===== config.mk =====
export PLATFORM = sky130hd
export DESIGN_NAME = multitap_text_entry_editor_core_flat
export DESIGN_NICKNAME = d
export VERILOG_FILES = /design/src/rtl/mte_pkg.sv /design/src/rtl/mte_in_if.sv /design/src/rtl/mte_out_if.sv /design/src/rtl/mte_ram.sv /design/src/rtl/mte_seq.sv /design/src/rtl/multitap_text_entry_editor_core.sv /design/src/flat_wrapper.sv
export SDC_FILE = /design/constraint.sdc
export NUM_CORES = 1
export LEC_CHECK = 0
export BUFFER_PORTS_ARGS = -buffer_cell sky130_fd_sc_hd__buf_2
export CORE_UTILIZATION = 36
export DETAILED_ROUTE_END_ITERATION = 12
export GPL_TIMING_DRIVEN = 0
export SYNTH_ARGS = -nofsm -noshare
export SYNTH_HDL_FRONTEND = slang
export SYNTH_HIERARCHICAL = 1
export SYNTH_SLANG_ARGS = --single-unit

===== constraint.sdc =====
create_clock -name clk_i -period 11 [get_ports clk_i]
set_input_delay 1.1 -clock clk_i [delete_from_list [all_inputs] [get_ports clk_i]]
set_output_delay 1.1 -clock clk_i [all_outputs]
set_load 0.05 [all_outputs]

===== src/rtl/mte_pkg.sv =====
// Package for the multi-tap text entry editor.
// Holds the key table, letter groups, store entry type and the microprogram ROM.
// No dependencies.
`default_nettype none

package mte_pkg;

  localparam int unsigned KeyW    = 16;
  localparam int unsigned ActW    = 3;
  localparam int unsigned LetterW = 8;
  localparam int unsigned ColW    = 7;
  localparam int unsigned RowW    = 8;
  localparam int unsigned PrevW   = KeyW + 1;
  localparam int unsigned KidxW   = 4;
  localparam int unsigned UpcW    = 4;

  localparam logic [KeyW-1:0]    KeyMute  = 16'h708F;
  localparam logic [KeyW-1:0]    KeyLast  = 16'h08F7;
  localparam logic [PrevW-1:0]   NoPrev   = 17'h10000;
  localparam logic [ColW-1:0]    ColHome  = 7'd5;
  localparam logic [RowW-1:0]    RowHome  = 8'd68;
  localparam logic [ColW-1:0]    ColStep  = 7'd7;
  localparam logic [ColW-1:0]    ColWrap  = 7'd124;
  localparam logic [ColW-1:0]    ColBack  = 7'd12;
  localparam logic [ColW-1:0]    ColEnd   = 7'd117;
  localparam logic [RowW-1:0]    RowStep  = 8'd10;
  localparam logic [RowW-1:0]    RowBack  = 8'd78;
  localparam logic [RowW-1:0]    RowSat   = 8'd245;
  localparam logic [RowW-1:0]    RowMax   = 8'd255;
  localparam logic [LetterW-1:0] ChSlash  = 8'h2F;
  localparam logic [LetterW-1:0] ChQuery  = 8'h3F;
  localparam logic [LetterW-1:0] ChDot    = 8'h2E;
  localparam logic [LetterW-1:0] ChComma  = 8'h2C;

  localparam logic [KidxW-1:0] KidxSpace = 4'd0;
  localparam logic [KidxW-1:0] KidxPunct = 4'd1;
  localparam logic [KidxW-1:0] KidxNone  = 4'd15;

  typedef enum logic {
    OP_KEY     = 1'b0,
    OP_TIMEOUT = 1'b1
  } opcode_e;

  typedef enum logic [ActW-1:0] {
    ACT_NEW     = 3'd0,
    ACT_REPLACE = 3'd1,
    ACT_ERASE   = 3'd2,
    ACT_SEND    = 3'd3,
    ACT_TERM    = 3'd4
  } action_e;

  typedef enum logic [UpcW-1:0] {
    U_IDLE   = 4'd0,
    U_M_RD   = 4'd1,
    U_M_EMIT = 4'd2,
    U_M_CUR  = 4'd3,
    U_S_RD   = 4'd4,
    U_S_EMIT = 4'd5,
    U_S_TERM = 4'd6,
    U_R_RD   = 4'd7,
    U_R_EMIT = 4'd8,
    U_A_EMIT = 4'd9
  } upc_e;

  typedef enum logic { RS_LAST = 1'b0, RS_IDX = 1'b1 } rd_sel_e;
  typedef enum logic [1:0] { CNT_KEEP, CNT_DEC, CNT_INC, CNT_CLR } cnt_op_e;
  typedef enum logic [1:0] { CUR_KEEP, CUR_BACK, CUR_ADV, CUR_HOME } cur_op_e;
  typedef enum logic [1:0] { J_NEXT, J_DISPATCH, J_LOOP, J_GOTO } jmp_e;

  typedef struct packed {
    logic                 rdy_in;
    logic                 rd_en;
    rd_sel_e              rd_sel;
    logic                 emit;
    action_e              act;
    logic                 is_last;
    cnt_op_e              cnt_op;
    cur_op_e              cur_op;
    logic                 idx_inc;
    jmp_e                 jmp;
    upc_e                 tgt;
  } ucw_t;

  typedef struct packed {
    logic in_valid;
    logic out_free;
    logic more;
    upc_e disp;
  } seq_stat_t;

  typedef struct packed {
    logic [LetterW-1:0] letter;
    logic [ColW-1:0]    col;
    logic [RowW-1:0]    row;
  } entry_t;

  function automatic logic [KeyW-1:0] key_code_of(input logic [KidxW-1:0] idx);
    logic [KeyW-1:0] c;
    case (idx)
      4'd0:    c = 16'h906F;
      4'd1:    c = 16'h00FF;
      4'd2:    c = 16'h807F;
      4'd3:    c = 16'h40BF;
      4'd4:    c = 16'hC03F;
      4'd5:    c = 16'h20DF;
      4'd6:    c = 16'hA05F;
      4'd7:    c = 16'h609F;
      4'd8:    c = 16'hE01F;
      4'd9:    c = 16'h10EF;
      default: c = 16'h0000;
    endcase
    return c;
  endfunction

  function automatic logic [KidxW-1:0] key_index(input logic [KeyW-1:0] code);
    logic [KidxW-1:0] r;
    r = KidxNone;
    for (int i = 9; i >= 0; i--) begin
      if (code == key_code_of(KidxW'(i))) r = KidxW'(i);
    end
    return r;
  endfunction

  function automatic logic [LetterW-1:0] group_first(input logic [KidxW-1:0] idx);
    logic [LetterW-1:0] c;
    case (idx)
      4'd0:    c = 8'h20;
      4'd1:    c = 8'h3F;
      4'd2:    c = 8'h61;
      4'd3:    c = 8'h64;
      4'd4:    c = 8'h67;
      4'd5:    c = 8'h6A;
      4'd6:    c = 8'h6D;
      4'd7:    c = 8'h70;
      4'd8:    c = 8'h74;
      4'd9:    c = 8'h77;
      default: c = ChSlash;
    endcase
    return c;
  endfunction

  function automatic logic [LetterW-1:0] group_last(input logic [KidxW-1:0] idx);
    logic [LetterW-1:0] c;
    case (idx)
      4'd0:    c = 8'h20;
      4'd1:    c = 8'h3F;
      4'd2:    c = 8'h63;
      4'd3:    c = 8'h66;
      4'd4:    c = 8'h69;
      4'd5:    c = 8'h6C;
      4'd6:    c = 8'h6F;
      4'd7:    c = 8'h73;
      4'd8:    c = 8'h76;
      4'd9:    c = 8'h7A;
      default: c = ChSlash;
    endcase
    return c;
  endfunction

  function automatic logic [LetterW-1:0] next_letter(input logic [LetterW-1:0] cur,
                                                     input logic [KidxW-1:0] idx);
    logic [LetterW-1:0] n;
    if (idx == KidxPunct) begin
      if (cur == ChQuery)      n = ChDot;
      else if (cur == ChDot)   n = ChComma;
      else                     n = ChQuery;
    end else if (idx == KidxSpace || idx > 4'd9) begin
      n = cur;
    end else if (cur == group_last(idx)) begin
      n = group_first(idx);
    end else begin
      n = cur + 8'd1;
    end
    return n;
  endfunction

  function automatic ucw_t ucode(input upc_e upc);
    ucw_t w;
    w = '{rdy_in: 1'b0, rd_en: 1'b0, rd_sel: RS_LAST, emit: 1'b0, act: ACT_NEW,
          is_last: 1'b0, cnt_op: CNT_KEEP, cur_op: CUR_KEEP, idx_inc: 1'b0,
          jmp: J_GOTO, tgt: U_IDLE};
    case (upc)
      U_IDLE: begin
        w.rdy_in = 1'b1;
        w.jmp    = J_DISPATCH;
      end
      U_M_RD: begin
        w.rd_en  = 1'b1;
        w.cnt_op = CNT_DEC;
        w.jmp    = J_NEXT;
      end
      U_M_EMIT: begin
        w.emit    = 1'b1;
        w.act     = ACT_ERASE;
        w.is_last = 1'b1;
        w.jmp     = J_NEXT;
      end
      U_M_CUR: begin
        w.cur_op = CUR_BACK;
      end
      U_S_RD: begin
        w.rd_en  = 1'b1;
        w.rd_sel = RS_IDX;
        w.jmp    = J_NEXT;
      end
      U_S_EMIT: begin
        w.emit    = 1'b1;
        w.act     = ACT_SEND;
        w.idx_inc = 1'b1;
        w.jmp     = J_LOOP;
        w.tgt     = U_S_RD;
      end
      U_S_TERM: begin
        w.emit    = 1'b1;
        w.act     = ACT_TERM;
        w.is_last = 1'b1;
        w.cnt_op  = CNT_CLR;
        w.cur_op  = CUR_HOME;
      end
      U_R_RD: begin
        w.rd_en = 1'b1;
        w.jmp   = J_NEXT;
      end
      U_R_EMIT: begin
        w.emit    = 1'b1;
        w.act     = ACT_REPLACE;
        w.is_last = 1'b1;
      end
      U_A_EMIT: begin
        w.emit    = 1'b1;
        w.act     = ACT_NEW;
        w.is_last = 1'b1;
        w.cnt_op  = CNT_INC;
        w.cur_op  = CUR_ADV;
      end
      default: begin
        w.jmp = J_GOTO;
      end
    endcase
    return w;
  endfunction

endpackage

`default_nettype wire


===== src/rtl/mte_in_if.sv =====
// Input channel of the editor: key code or timeout beats.
// Depends on mte_pkg.
`default_nettype none

interface mte_in_if
  import mte_pkg::*;
();
  logic            valid;
  logic            ready;
  logic            opcode;
  logic [KeyW-1:0] key_code;

  modport source (output valid, output opcode, output key_code, input ready);
  modport sink   (input valid, input opcode, input key_code, output ready);
endinterface

`default_nettype wire


===== src/rtl/mte_out_if.sv =====
// Output channel of the editor: draw, erase and send beats.
// Depends on mte_pkg.
`default_nettype none

interface mte_out_if
  import mte_pkg::*;
();
  logic               valid;
  logic               ready;
  logic [ActW-1:0]    action;
  logic [LetterW-1:0] letter;
  logic [ColW-1:0]    pos_x;
  logic [RowW-1:0]    pos_y;
  logic               last;

  modport source (output valid, output action, output letter, output pos_x,
                  output pos_y, output last, input ready);
  modport sink   (input valid, input action, input letter, input pos_x,
                  input pos_y, input last, output ready);
endinterface

`default_nettype wire


===== src/rtl/mte_ram.sv =====
// Generic single-port-write, single-port-read RAM with registered read data.
// No dependencies.
`default_nettype none

module mte_ram #(
  parameter int unsigned Width = 8,
  parameter int unsigned Depth = 32,
  localparam int unsigned AddrW = (Depth > 1) ? $clog2(Depth) : 1
) (
  input  wire logic             clk_i,
  input  wire logic             we_i,
  input  wire logic [AddrW-1:0] waddr_i,
  input  wire logic [Width-1:0] wdata_i,
  input  wire logic             re_i,
  input  wire logic [AddrW-1:0] raddr_i,
  output      logic [Width-1:0] rdata_o
);

  logic [Width-1:0] mem_q [Depth];
  logic [Width-1:0] rdata_q;

  always_ff @(posedge clk_i) begin
    if (we_i) begin
      mem_q[waddr_i] <= wdata_i;
    end
    if (re_i) begin
      rdata_q <= mem_q[raddr_i];
    end
  end

  assign rdata_o = rdata_q;

endmodule

`default_nettype wire


===== src/rtl/mte_seq.sv =====
// Microcode sequencer: step counter, control ROM and jump logic.
// Depends on mte_pkg.
`default_nettype none

module mte_seq
  import mte_pkg::*;
(
  input  wire logic      clk_i,
  input  wire logic      rst_ni,
  input  wire seq_stat_t stat_i,
  output      ucw_t      ucw_o,
  output      logic      fire_o
);

  upc_e upc_q, upc_d;
  ucw_t ucw;
  logic fire;

  assign ucw  = ucode(upc_q);
  // an emitting step holds until the output register is free
  assign fire = !ucw.emit || stat_i.out_free;

  always_comb begin
    upc_d = upc_q;
    if (fire) begin
      case (ucw.jmp)
        J_NEXT:     upc_d = upc_e'(upc_q + 4'd1);
        J_DISPATCH: upc_d = stat_i.in_valid ? stat_i.disp : upc_q;
        J_LOOP:     upc_d = stat_i.more ? ucw.tgt : upc_e'(upc_q + 4'd1);
        J_GOTO:     upc_d = ucw.tgt;
        default:    upc_d = U_IDLE;
      endcase
    end
  end

  always_ff @(posedge clk_i or negedge rst_ni) begin
    if (!rst_ni) begin
      upc_q <= U_IDLE;
    end else begin
      upc_q <= upc_d;
    end
  end

  assign ucw_o  = ucw;
  assign fire_o = fire;

endmodule

`default_nettype wire


===== src/rtl/multitap_text_entry_editor_core.sv =====
// Multi-tap text entry editor, top level: datapath, letter store and output register.
// Depends on mte_pkg, mte_in_if, mte_out_if, mte_ram and mte_seq.
//
// Usage: in_i carries one beat per decoded key code (opcode 0) or repeat
// timeout (opcode 1). out_o carries the resulting draw, replace, erase, send
// and terminator beats; last marks the final beat caused by an input beat.
// A timeout or an ignored key gives no beat.
// in_i.ready is high only while the sequencer sits in its idle step, so one
// input beat is worked on at a time.
// After acceptance a timeout or ignored key returns to idle; a new letter
// emits a draw; a replace reads, then emits; a mute reads, emits the erase
// and steps the cursor back (only the step if the store is empty); a send reads
// each letter with a registered RAM read and loads it, then the terminator.
// Each beat is registered in the cycle after the step that loads it.
// A stalled receiver holds the output register; the emitting step waits
// until it is taken. Reset empties the store, homes the cursor to column 5,
// row 68 and clears the previous code to 0. No clearing pass is needed.
`default_nettype none

module multitap_text_entry_editor_core
  import mte_pkg::*;
#(
  parameter int unsigned CAPACITY = 32
) (
  input  wire logic clk_i,
  input  wire logic rst_ni,
  mte_in_if.sink    in_i,
  mte_out_if.source out_o
);

  localparam int unsigned CntW  = $clog2(CAPACITY + 1);
  localparam int unsigned AddrW = (CAPACITY > 1) ? $clog2(CAPACITY) : 1;
  localparam logic [CntW-1:0] CapCnt = CntW'(CAPACITY);

  ucw_t      ucw;
  logic      fire;
  seq_stat_t stat;

  logic [CntW-1:0]    cnt_q, cnt_d, idx_q, idx_d, cnt_m1;
  logic [ColW-1:0]    col_q, col_d;
  logic [RowW-1:0]    row_q, row_d;
  logic [PrevW-1:0]   prev_q, prev_d;
  logic [KidxW-1:0]   kidx_q;
  logic               out_valid_q;
  logic [ActW-1:0]    out_act_q;
  entry_t             out_ent_q;
  logic               out_last_q;

  logic               in_acc, out_free, step_emit;
  logic               is_mute, is_send, same;
  upc_e               disp;
  logic [ColW:0]      col_adv;
  logic               ram_we;
  logic [AddrW-1:0]   waddr, raddr;
  entry_t             wdata, rdata, emit_ent;
  logic [CntW:0]      idx_p1;

  mte_seq u_seq (
    .clk_i  (clk_i),
    .rst_ni (rst_ni),
    .stat_i (stat),
    .ucw_o  (ucw),
    .fire_o (fire)
  );

  assign in_i.ready = ucw.rdy_in;
  assign in_acc     = in_i.valid && ucw.rdy_in;
  assign out_free   = !out_valid_q || out_o.ready;
  assign step_emit  = fire && ucw.emit;

  // dispatch decode of the incoming beat
  assign is_mute = (in_i.key_code == KeyMute);
  assign is_send = (in_i.key_code == KeyLast);
  assign same    = (prev_q == {1'b0, in_i.key_code});
  assign cnt_m1  = cnt_q - 1'b1;
  assign idx_p1  = {1'b0, idx_q} + 1'b1;

  always_comb begin
    if (in_i.opcode == OP_TIMEOUT) begin
      disp = U_IDLE;
    end else if (is_mute) begin
      disp = (cnt_q != '0) ? U_M_RD : U_M_CUR;
    end else if (is_send) begin
      disp = (cnt_q != '0) ? U_S_RD : U_IDLE;
    end else if (cnt_q < CapCnt) begin
      disp = (same && cnt_q != '0) ? U_R_RD : U_A_EMIT;
    end else begin
      disp = U_IDLE;
    end
  end

  assign stat = '{in_valid: in_i.valid, out_free: out_free,
                  more: (idx_p1 < {1'b0, cnt_q}), disp: disp};

  // letter store
  assign raddr = (ucw.rd_sel == RS_IDX) ? idx_q[AddrW-1:0] : cnt_m1[AddrW-1:0];

  always_comb begin
    ram_we = 1'b0;
    waddr  = cnt_q[AddrW-1:0];
    wdata  = '{letter: group_first(kidx_q), col: col_q, row: row_q};
    if (step_emit && ucw.act == ACT_NEW) begin
      ram_we = 1'b1;
    end else if (step_emit && ucw.act == ACT_REPLACE) begin
      ram_we = 1'b1;
      waddr  = cnt_m1[AddrW-1:0];
      wdata  = '{letter: next_letter(rdata.letter, kidx_q), col: rdata.col, row: rdata.row};
    end
  end

  mte_ram #(
    .Width ($bits(entry_t)),
    .Depth (CAPACITY)
  ) u_ram (
    .clk_i   (clk_i),
    .we_i    (ram_we),
    .waddr_i (waddr),
    .wdata_i (wdata),
    .re_i    (ucw.rd_en),
    .raddr_i (raddr),
    .rdata_o (rdata)
  );

  always_comb begin
    case (ucw.act)
      ACT_NEW, ACT_REPLACE: emit_ent = wdata;
      ACT_TERM:             emit_ent = '0;
      default:              emit_ent = rdata;
    endcase
  end

  // counters and cursor
  assign col_adv = {1'b0, col_q} + {1'b0, ColStep};

  always_comb begin
    cnt_d  = cnt_q;
    idx_d  = idx_q;
    col_d  = col_q;
    row_d  = row_q;
    prev_d = prev_q;
    if (in_acc) begin
      prev_d = (in_i.opcode == OP_TIMEOUT) ? NoPrev : {1'b0, in_i.key_code};
      idx_d  = '0;
    end
    if (fire) begin
      if (ucw.idx_inc) idx_d = idx_p1[CntW-1:0];
      case (ucw.cnt_op)
        CNT_DEC:  cnt_d = cnt_m1;
        CNT_INC:  cnt_d = cnt_q + 1'b1;
        CNT_CLR:  cnt_d = '0;
        default:  cnt_d = cnt_q;
      endcase
      case (ucw.cur_op)
        CUR_BACK: begin
          if (col_q >= ColBack) begin
            col_d = col_q - ColStep;
          end else if (col_q == ColHome && row_q >= RowBack) begin
            col_d = ColEnd;
            row_d = row_q - RowStep;
          end
        end
        CUR_ADV: begin
          if (col_adv >= {1'b0, ColWrap}) begin
            col_d = ColHome;
            row_d = (row_q >= RowSat) ? RowMax : row_q + RowStep;
          end else begin
            col_d = col_adv[ColW-1:0];
          end
        end
        CUR_HOME: begin
          col_d = ColHome;
          row_d = RowHome;
        end
        default: begin
          col_d = col_q;
        end
      endcase
    end
  end

  always_ff @(posedge clk_i or negedge rst_ni) begin
    if (!rst_ni) begin
      cnt_q       <= '0;
      idx_q       <= '0;
      col_q       <= ColHome;
      row_q       <= RowHome;
      prev_q      <= '0;
      out_valid_q <= 1'b0;
    end else begin
      cnt_q  <= cnt_d;
      idx_q  <= idx_d;
      col_q  <= col_d;
      row_q  <= row_d;
      prev_q <= prev_d;
      if (step_emit) begin
        out_valid_q <= 1'b1;
      end else if (out_o.ready) begin
        out_valid_q <= 1'b0;
      end
    end
  end

  always_ff @(posedge clk_i) begin
    if (in_acc) begin
      kidx_q <= key_index(in_i.key_code);
    end
    if (step_emit) begin
      out_act_q  <= ucw.act;
      out_ent_q  <= emit_ent;
      out_last_q <= ucw.is_last;
    end
  end

  assign out_o.valid  = out_valid_q;
  assign out_o.action = out_act_q;
  assign out_o.letter = out_ent_q.letter;
  assign out_o.pos_x  = out_ent_q.col;
  assign out_o.pos_y  = out_ent_q.row;
  assign out_o.last   = out_last_q;

  a_cnt_bound : assert property (@(posedge clk_i) disable iff (!rst_ni)
    cnt_q <= CapCnt)
    else $error("letter count beyond capacity");

  a_cursor_range : assert property (@(posedge clk_i) disable iff (!rst_ni)
    col_q >= ColHome && col_q <= ColEnd)
    else $error("cursor column out of range");

  a_timeout_forget : assert property (@(posedge clk_i) disable iff (!rst_ni)
    (in_acc && in_i.opcode == OP_TIMEOUT) |=> prev_q == NoPrev)
    else $error("timeout did not clear previous code");

  a_term_clears : assert property (@(posedge clk_i) disable iff (!rst_ni)
    (step_emit && ucw.act == ACT_TERM) |=> (cnt_q == '0 && out_o.valid))
    else $error("terminator beat left the store filled");

  a_no_load_over_held : assert property (@(posedge clk_i) disable iff (!rst_ni)
    (out_valid_q && !out_o.ready) |-> !step_emit)
    else $error("output register overwritten while stalled");

endmodule

`default_nettype wire

===== src/flat_wrapper.sv =====
// flat-port wrapper written by rule: the top's interface ports become plain ports
module multitap_text_entry_editor_core_flat import mte_pkg::*;
#(
  parameter int unsigned CAPACITY = 32
)
  (clk_i, rst_ni, in_i_valid, in_i_opcode, in_i_key_code, in_i_ready, out_o_valid, out_o_action, out_o_letter, out_o_pos_x, out_o_pos_y, out_o_last, out_o_ready);
  mte_in_if in_i_i ();
  mte_out_if out_o_i ();
  input  wire logic clk_i;
  input  wire logic rst_ni;
  input wire logic [$bits(in_i_i.valid)-1:0] in_i_valid;
  input wire logic [$bits(in_i_i.opcode)-1:0] in_i_opcode;
  input wire logic [$bits(in_i_i.key_code)-1:0] in_i_key_code;
  output wire logic [$bits(in_i_i.ready)-1:0] in_i_ready;
  output wire logic [$bits(out_o_i.valid)-1:0] out_o_valid;
  output wire logic [$bits(out_o_i.action)-1:0] out_o_action;
  output wire logic [$bits(out_o_i.letter)-1:0] out_o_letter;
  output wire logic [$bits(out_o_i.pos_x)-1:0] out_o_pos_x;
  output wire logic [$bits(out_o_i.pos_y)-1:0] out_o_pos_y;
  output wire logic [$bits(out_o_i.last)-1:0] out_o_last;
  input wire logic [$bits(out_o_i.ready)-1:0] out_o_ready;
  assign in_i_i.valid = in_i_valid;
  assign in_i_i.opcode = in_i_opcode;
  assign in_i_i.key_code = in_i_key_code;
  assign in_i_ready = in_i_i.ready;
  assign out_o_valid = out_o_i.valid;
  assign out_o_action = out_o_i.action;
  assign out_o_letter = out_o_i.letter;
  assign out_o_pos_x = out_o_i.pos_x;
  assign out_o_pos_y = out_o_i.pos_y;
  assign out_o_last = out_o_i.last;
  assign out_o_i.ready = out_o_ready;
  multitap_text_entry_editor_core #(.CAPACITY(CAPACITY)) u_core (.clk_i(clk_i), .rst_ni(rst_ni), .in_i(in_i_i), .out_o(out_o_i));
endmodule

=== Yosys cells after proc, flatten, opt, wreduce, memory -nomap -nowiden ===
Memory sizes are Yosys's and may differ from the RTL's. A register that Yosys moved wholly into a read port is not among the register bits.
Cells that the tools add are included.

* Logic and storage cells: 183
* Register bits: 80
* Output and inout bits: 29
* Memory bits (writable): 736
* Memories: 4
* Bits in read-only memories: 288

* Mux-type cells: 74
* Eq/ne operators: 43
* Add/subtract/negate cells: 9
* Order comparisons: 7
* Reduce and logical (&&, ||, !) cells: 30

{| class="wikitable"
|+ Memory list
! memory !! depth !! width !! read ports !! clocked after memory_dff !! write ports !! line !! source
|-
| u_core.u_ram.mem_q || 32 || 23 || 1 || 1 || 1 || mte_ram.sv:19 || <nowiki>logic [Width-1:0] mem_q [Depth];</nowiki>
|-
| (name not given) || 16 || 6 || 1 || 0 || 0 || mte_pkg.sv:126 || <nowiki>case (idx)</nowiki>
|-
| (name not given) || 16 || 6 || 1 || 0 || 0 || mte_pkg.sv:144 || <nowiki>case (idx)</nowiki>
|-
| (name not given) || 16 || 6 || 1 || 0 || 0 || mte_pkg.sv:126 ||
|}

{| class="wikitable"
|+ Operators with widths
! cell !! number
|-
| 16-bit equality test || 10
|-
| 16-bit two-way mux || 10
|-
| 8-bit two-way mux || 12
|-
| 23-bit two-way mux || 2
|-
| 23-bit case mux with 2 select lines || 1
|-
| 4-bit two-way mux || 7
|-
| 3-bit two-way mux || 8
|-
| 8-bit case mux with 3 select lines || 1
|-
| 7-bit two-way mux || 3
|-
| 7-bit case mux with 3 select lines || 1
|-
| 5-bit two-way mux || 4
|-
| 4-bit case mux with 5 select lines || 1
|-
| 6-bit two-way mux || 3
|-
| 2-bit case mux with 3 select lines || 3
|-
| 6-bit case mux with 3 select lines || 1
|-
| 17-bit by 16-bit equality test with 1-bit output || 1
|-
| 17-bit two-way mux || 1
|-
| 16-bit by 12-bit equality test with 1-bit output, second input constant || 1
|-
| 16-bit by 15-bit equality test with 1-bit output, second input constant || 1
|-
| 4-bit by 3-bit equality test with 1-bit output, second input constant || 4
|-
| 8-bit by 6-bit equality test with 1-bit output, second input constant || 2
|-
| 8-bit by 7-bit greater-or-equal comparator with 1-bit output, second input constant || 2
|-
| 4-bit case mux with 4 select lines || 1
|-
| 2-bit equality test, second input constant || 6
|-
| 43 further kinds || 77
|}

=== Logic depth before layout (Yosys ltp) ===
* Depth in word-level cells: 15
* Mapped depth: 16
* Mapped depth without buffers: 14

=== By module ===
The synthesis kept the hierarchy.

{| class="wikitable"
|+ Modules (own cells, without submodules)
! module !! cells each !! instances !! area each (um2) !! sequential area each (um2)
|-
| mte_ram || 1619 || 1 || 29473.3 || 22791.9
|-
| multitap_text_entry_editor_core || 733 || 1 || 5984.5 || 2062.0
|-
| mte_seq || 79 || 1 || 626.9 || 100.1
|}

=== Least setup slack after synthesis ===
No wires, ideal clock.

* Path type: input -> register
* Start: input port out_o_ready
* End: memory u_core/u_ram/mem_q[17][0] (netlist bit) (enable)
* Library setup time: 403 ps
* Slack: 5429 ps
* Data arrival time: 5168 ps
* Buffers on the path: 3
* Data required time: 10597 ps
* Stages: 13
* Path through: nand2b_1 > nor2_1 > a32oi_4 > clkbuf_1 > nand2_1 > inv_1 > and3_1 > clkbuf_1 > clkbuf_1 > nand2_1 > xnor2_1 > or3b_2 > nor2_1

* Elaborated cells between the ends (all ways): 11
* Classes of those cells: mux: 6; reduce/logical: 5

{| class="wikitable"
|+ RTL lines
! what !! line !! source
|-
| start: declaration || flat_wrapper.sv:21 || <nowiki>input wire logic [$bits(out_o_i.ready)-1:0] out_o_ready;</nowiki>
|-
| 1-bit logical OR * || multitap_text_entry_editor_core.sv:68 || <nowiki>assign out_free = !out_valid_q || out_o.ready;</nowiki>
|-
| 1-bit logical OR * || mte_seq.sv:21 || <nowiki>assign fire = !ucw.emit || stat_i.out_free;</nowiki>
|-
| via u_core.fire || multitap_text_entry_editor_core.sv:36 || <nowiki>logic fire;</nowiki>
|-
| 1-bit logical AND * || multitap_text_entry_editor_core.sv:69 || <nowiki>assign step_emit = fire && ucw.emit;</nowiki>
|-
| via u_core.step_emit || multitap_text_entry_editor_core.sv:49 || <nowiki>logic in_acc, out_free, step_emit;</nowiki>
|-
| 1-bit logical AND || multitap_text_entry_editor_core.sv:104 || <nowiki>end else if (step_emit && ucw.act == ACT_REPLACE) begin</nowiki>
|-
| 5-bit two-way mux || multitap_text_entry_editor_core.sv:104 ||
|-
| 5-bit two-way mux * || multitap_text_entry_editor_core.sv:102 || <nowiki>if (step_emit && ucw.act == ACT_NEW) begin</nowiki>
|-
| via u_core.waddr[4] || multitap_text_entry_editor_core.sv:54 || <nowiki>logic [AddrW-1:0] waddr, raddr;</nowiki>
|-
| end: declaration || mte_ram.sv:19 ||
|}

Mark *: on every way through the listed nets, which the timed path passes. The rest lies on a longest branch.

=== Worst setup path in the final report ===
* Start: register u_core.u_seq.upc_q[1]
* End: memory u_core/u_ram/mem_q[19][15] (netlist bit) (enable)

* Elaborated cells between the ends (all ways): 19
* Classes of those cells: eq/ne: 6; mux: 7; reduce/logical: 6

{| class="wikitable"
|+ RTL lines
! what !! line !! source
|-
| start: declaration || mte_seq.sv:15 || <nowiki>upc_e upc_q, upc_d;</nowiki>
|-
| start signal: assignment || mte_seq.sv:40 || <nowiki>upc_q <= upc_d;</nowiki>
|-
| 4-bit equality test, or another cell as far along || mte_pkg.sv:182 || <nowiki>case (upc)</nowiki>
|-
| 4-bit case mux with 5 select lines * || mte_pkg.sv:182 ||
|-
| 1-bit logical NOT * || mte_seq.sv:21 ||
|-
| 1-bit logical OR * || mte_seq.sv:21 ||
|-
| via u_core.fire || multitap_text_entry_editor_core.sv:36 ||
|-
| 1-bit logical AND * || multitap_text_entry_editor_core.sv:69 ||
|-
| via u_core.step_emit || multitap_text_entry_editor_core.sv:49 ||
|-
| 1-bit logical AND || multitap_text_entry_editor_core.sv:104 ||
|-
| 5-bit two-way mux || multitap_text_entry_editor_core.sv:104 ||
|-
| 5-bit two-way mux * || multitap_text_entry_editor_core.sv:102 ||
|-
| via u_core.waddr[4] || multitap_text_entry_editor_core.sv:54 ||
|}

Marked as above.

==> key figures <==
Layout
  – Final core utilization: 42.42%
  – Design Area, Final: 41,870 um^2
  – Share of cells above drive strength 1: roughly 15%
  – Non-filler instance count after layout: 3,964
  – Net count, final: 2,647
  – Area growth from synthesis to layout: 16.20%
  – N_diodes: 0

STA
  – Setup ws final: 3.919 ns
  – Hold Worst Slack: 0.4988 ns
  – Fin. max-slew vios: 9
  – Worst-margin pin slew: 1.596 ns
  – Final setup viols: 0
  – RSZ-0062 raised after global routing: no
  – Slew headroom: -7.149%
  – Min Tclk post-route: just over 7 ns
  – Achievable frequency: 0.1412 GHz
  – Hold violation count in the final report: 0
  – Max Clock Skew: 0.03157 ns
  – Setup TNS: 0 ns
  – Part of the cycle the worst path needs: about 64%

Power and ir drop
  – Psw: 5.007 mW
  – Comb pwr share: around two fifths
  – Power Dens Cells: 295.7 nW/um^2
  – Clock power share: 24.3%
  – P_leak: 15.03 nW
  – Switching share of power: between 40% and 50%
  – Reg power frac: approximately a third
  – Power Total: 12.38 mW
  – Pint: 7.373 mW
  – Worst vdd ir: around 0.00021 V

Route
  – Antenna Nets Post-Route: 0
  – Remaining DRCs: 0
  – Total number of vias: 22,160
  – Drt first pass iters: 7
  – Via density: between 5 and 6
  – Iter 0 DRT Violations: between 2,000 and 3,000
  – Drt wl/cell: around 25 um
  – Routed WL: 100.5 mm

Global route
  – Pin count of the biggest net entering global routing: 50
  – Initial antenna violation count: 3
  – Global-route wire length before repair: 146.1 mm
  – All-Layer GR Usage: 19.49%
  – Vias in the first global route: ~21,000
  – Grt total ovfl: 0

Setup path
  – WS Path Type: register to register
  – Startpoint class of the critical path: register
  – CP max-delay cell: xnor2_1
  – Critical Path Fanout Max: 28
  – R2r setup slk: 3.92 ns
  – WP data arrival: 7.43 ns
  – Most frequent CP cell: clkbuf_1
  – Worst setup path start: u_core/u_seq/upc_q[1]
  – CP endpoint kind: register
  – Critical Path End: u_core/u_ram/mem_q[19][15]
  – FF-to-FF path depth: 15
  – Crit-path cells: inv_1 > ha_1 > or2_4 > a32oi_4 > clkbuf_1 > nand2_1 > inv_1 > and3_1 > clkbuf_1 > clkbuf_1 > nand2_1 > xnor2_1 > or3b_2 > nor2_2 > buf_8
  – Reg2reg start: u_core/u_seq/upc_q[1]
  – Req. time, crit path: roughly 11 ns
  – CP peak stage delay: 1.24 ns
  – Reg2reg end: u_core/u_ram/mem_q[19][15]

Hold path
  – Hold/Removal Path Class: register to register
  – Hold depth: 2

Yosys
  – Post-synthesis cell count: 2,423
  – Synthesized Nets: between 2,000 and 2,500
  – Yosys warns: 6
  – Avg Inst Size Synth: 14.87 um^2
  – Synthesized cell area: 36,030 um^2

Floorplanning
  – IO Pins: 50
  – Chip Width: roughly 320 um
  – FP Rows: 115
  – Die footprint: 101,400 um^2
  – Die height: ~320 um
  – Core Footprint: ~99,000 um^2
  – Starting Density: between 30% and 40%

Clock tree
  – Clock buffer depth: 3
  – # clock sinks: 839
  – Root buf cell: clkbuf_16
  – # hold bufs at CTS: 0
  – Clock H-tree levels: 3
  – Cts bufs inserted: 87
  – Post-CTS Resized: 0
  – CTS tree: yes
  – Clock slew at reported path FFs: 0.06 ns
  – Latest clock arrival within the worst-skew pair: approximately 0.65 ns
  – Setup Fix Bufs, Post-CTS: 0

Placement
  – IO buf count: 49
  – Post-DP HPWL: 68.88 mm
  – Placed Area: 38,930 um^2
  – Dpl cells: between 3,000 and 4,000
  – Placer Congestion: ~0.92
  – Post-Place Setup Slack: 3.718 ns

Run
  – Max cap viols: 1

Status
  – Status: complete, but fails checks
  – Failing checks: capacitance limit, slew limit
-- cell type report --
| cell class | count | area (um^2) |
|---|---|---|
| buffer | 149 | 860.8 |
| clock buffer | 107 | 2272 |
| clock inverter | 56 | 664.4 |
| fill | 8796 | 56840 |
| inverter | 33 | 123.9 |
| multi-input combinational | 1402 | 10360 |
| sequential | 839 | 24950 |
| tap | 1287 | 1610 |
| timing repair buffer | 91 | 1023 |
-- layout by cell type, fill, tap and decap left out, types with 28 or more instances in the layout --
cell / n
edfxtp_1: 790
mux2i_1: 374
nand2_1: 151
a22oi_1: 99
a21oi_1: 98
clkbuf_1: 90
clkbuf_16: 87
buf_2: 76
o21ai_0: 76
nand3_1: 71
a22o_1: 63
nor2_1: 53
dfrtp_1: 45
nor3_1: 40
nand2b_1: 36
buf_8: 31
inv_1: 30
buf_4: 29
nor2_2: 28
-- how the worst min path moves through the flow --
stage                      startpoint                end  slack [ns]
finish              u_core/prev_q[13]  u_core/prev_q[13]        0.50
global route         u_core/prev_q[2]   u_core/prev_q[2]        0.53
CTS                 u_core/prev_q[13]  u_core/prev_q[13]        0.51
detailed placement  u_core/prev_q[13]  u_core/prev_q[13]        0.49
global placement     u_core/prev_q[4]   u_core/prev_q[4]        0.48
floorplan            u_core/prev_q[0]   u_core/prev_q[0]        0.47
-- layer usage --
metal,GRT usage (%),wire [um]
met1,26.41,41950
met2,31.56,47180
met3,2.817,7695
met4,7.654,3689
met5,0,13
-- worst max-delay path: cells and delay by family (launching register included) --
kind	cells	cell delay [ns]
buffers and inverters	6	2.36
AO/OA/AOI/OAI	1	0.28
XOR/XNOR	1	1.24
adder cells (fa/ha/maj)	1	0.24
flip-flops	1	0.42
AND/OR/NAND/NOR	6	2.23
-- sequential cells by signal (all words and copies together), names as in the netlist --
name and count:
u_core/u_ram/mem_q 736, u_core/u_ram/rdata_o 23, u_core/prev_q 17, u_core/out_o.letter 8
u_core/out_o.pos_y 8, u_core/row_q 8, u_core/col_q 7, u_core/out_o.pos_x 7
u_core/cnt_q 6, u_core/idx_q 6, u_core/kidx_q 4, u_core/u_seq/upc_q 4
u_core/out_o.action 3, u_core/out_o.last 1, u_core/out_o.valid 1
-- power groups by stage --
stage	clock network [mW]	registers [mW]	logic, mW
floorplan	0	4.34	2.84
global placement	0	4.30	4.87
detailed placement	0	4.26	5.11
CTS	3.06	4.20	5.12
global route	3.18	4.22	5.39
finish	3.01	4.20	5.17
Power figures use the tool's default switching activity.
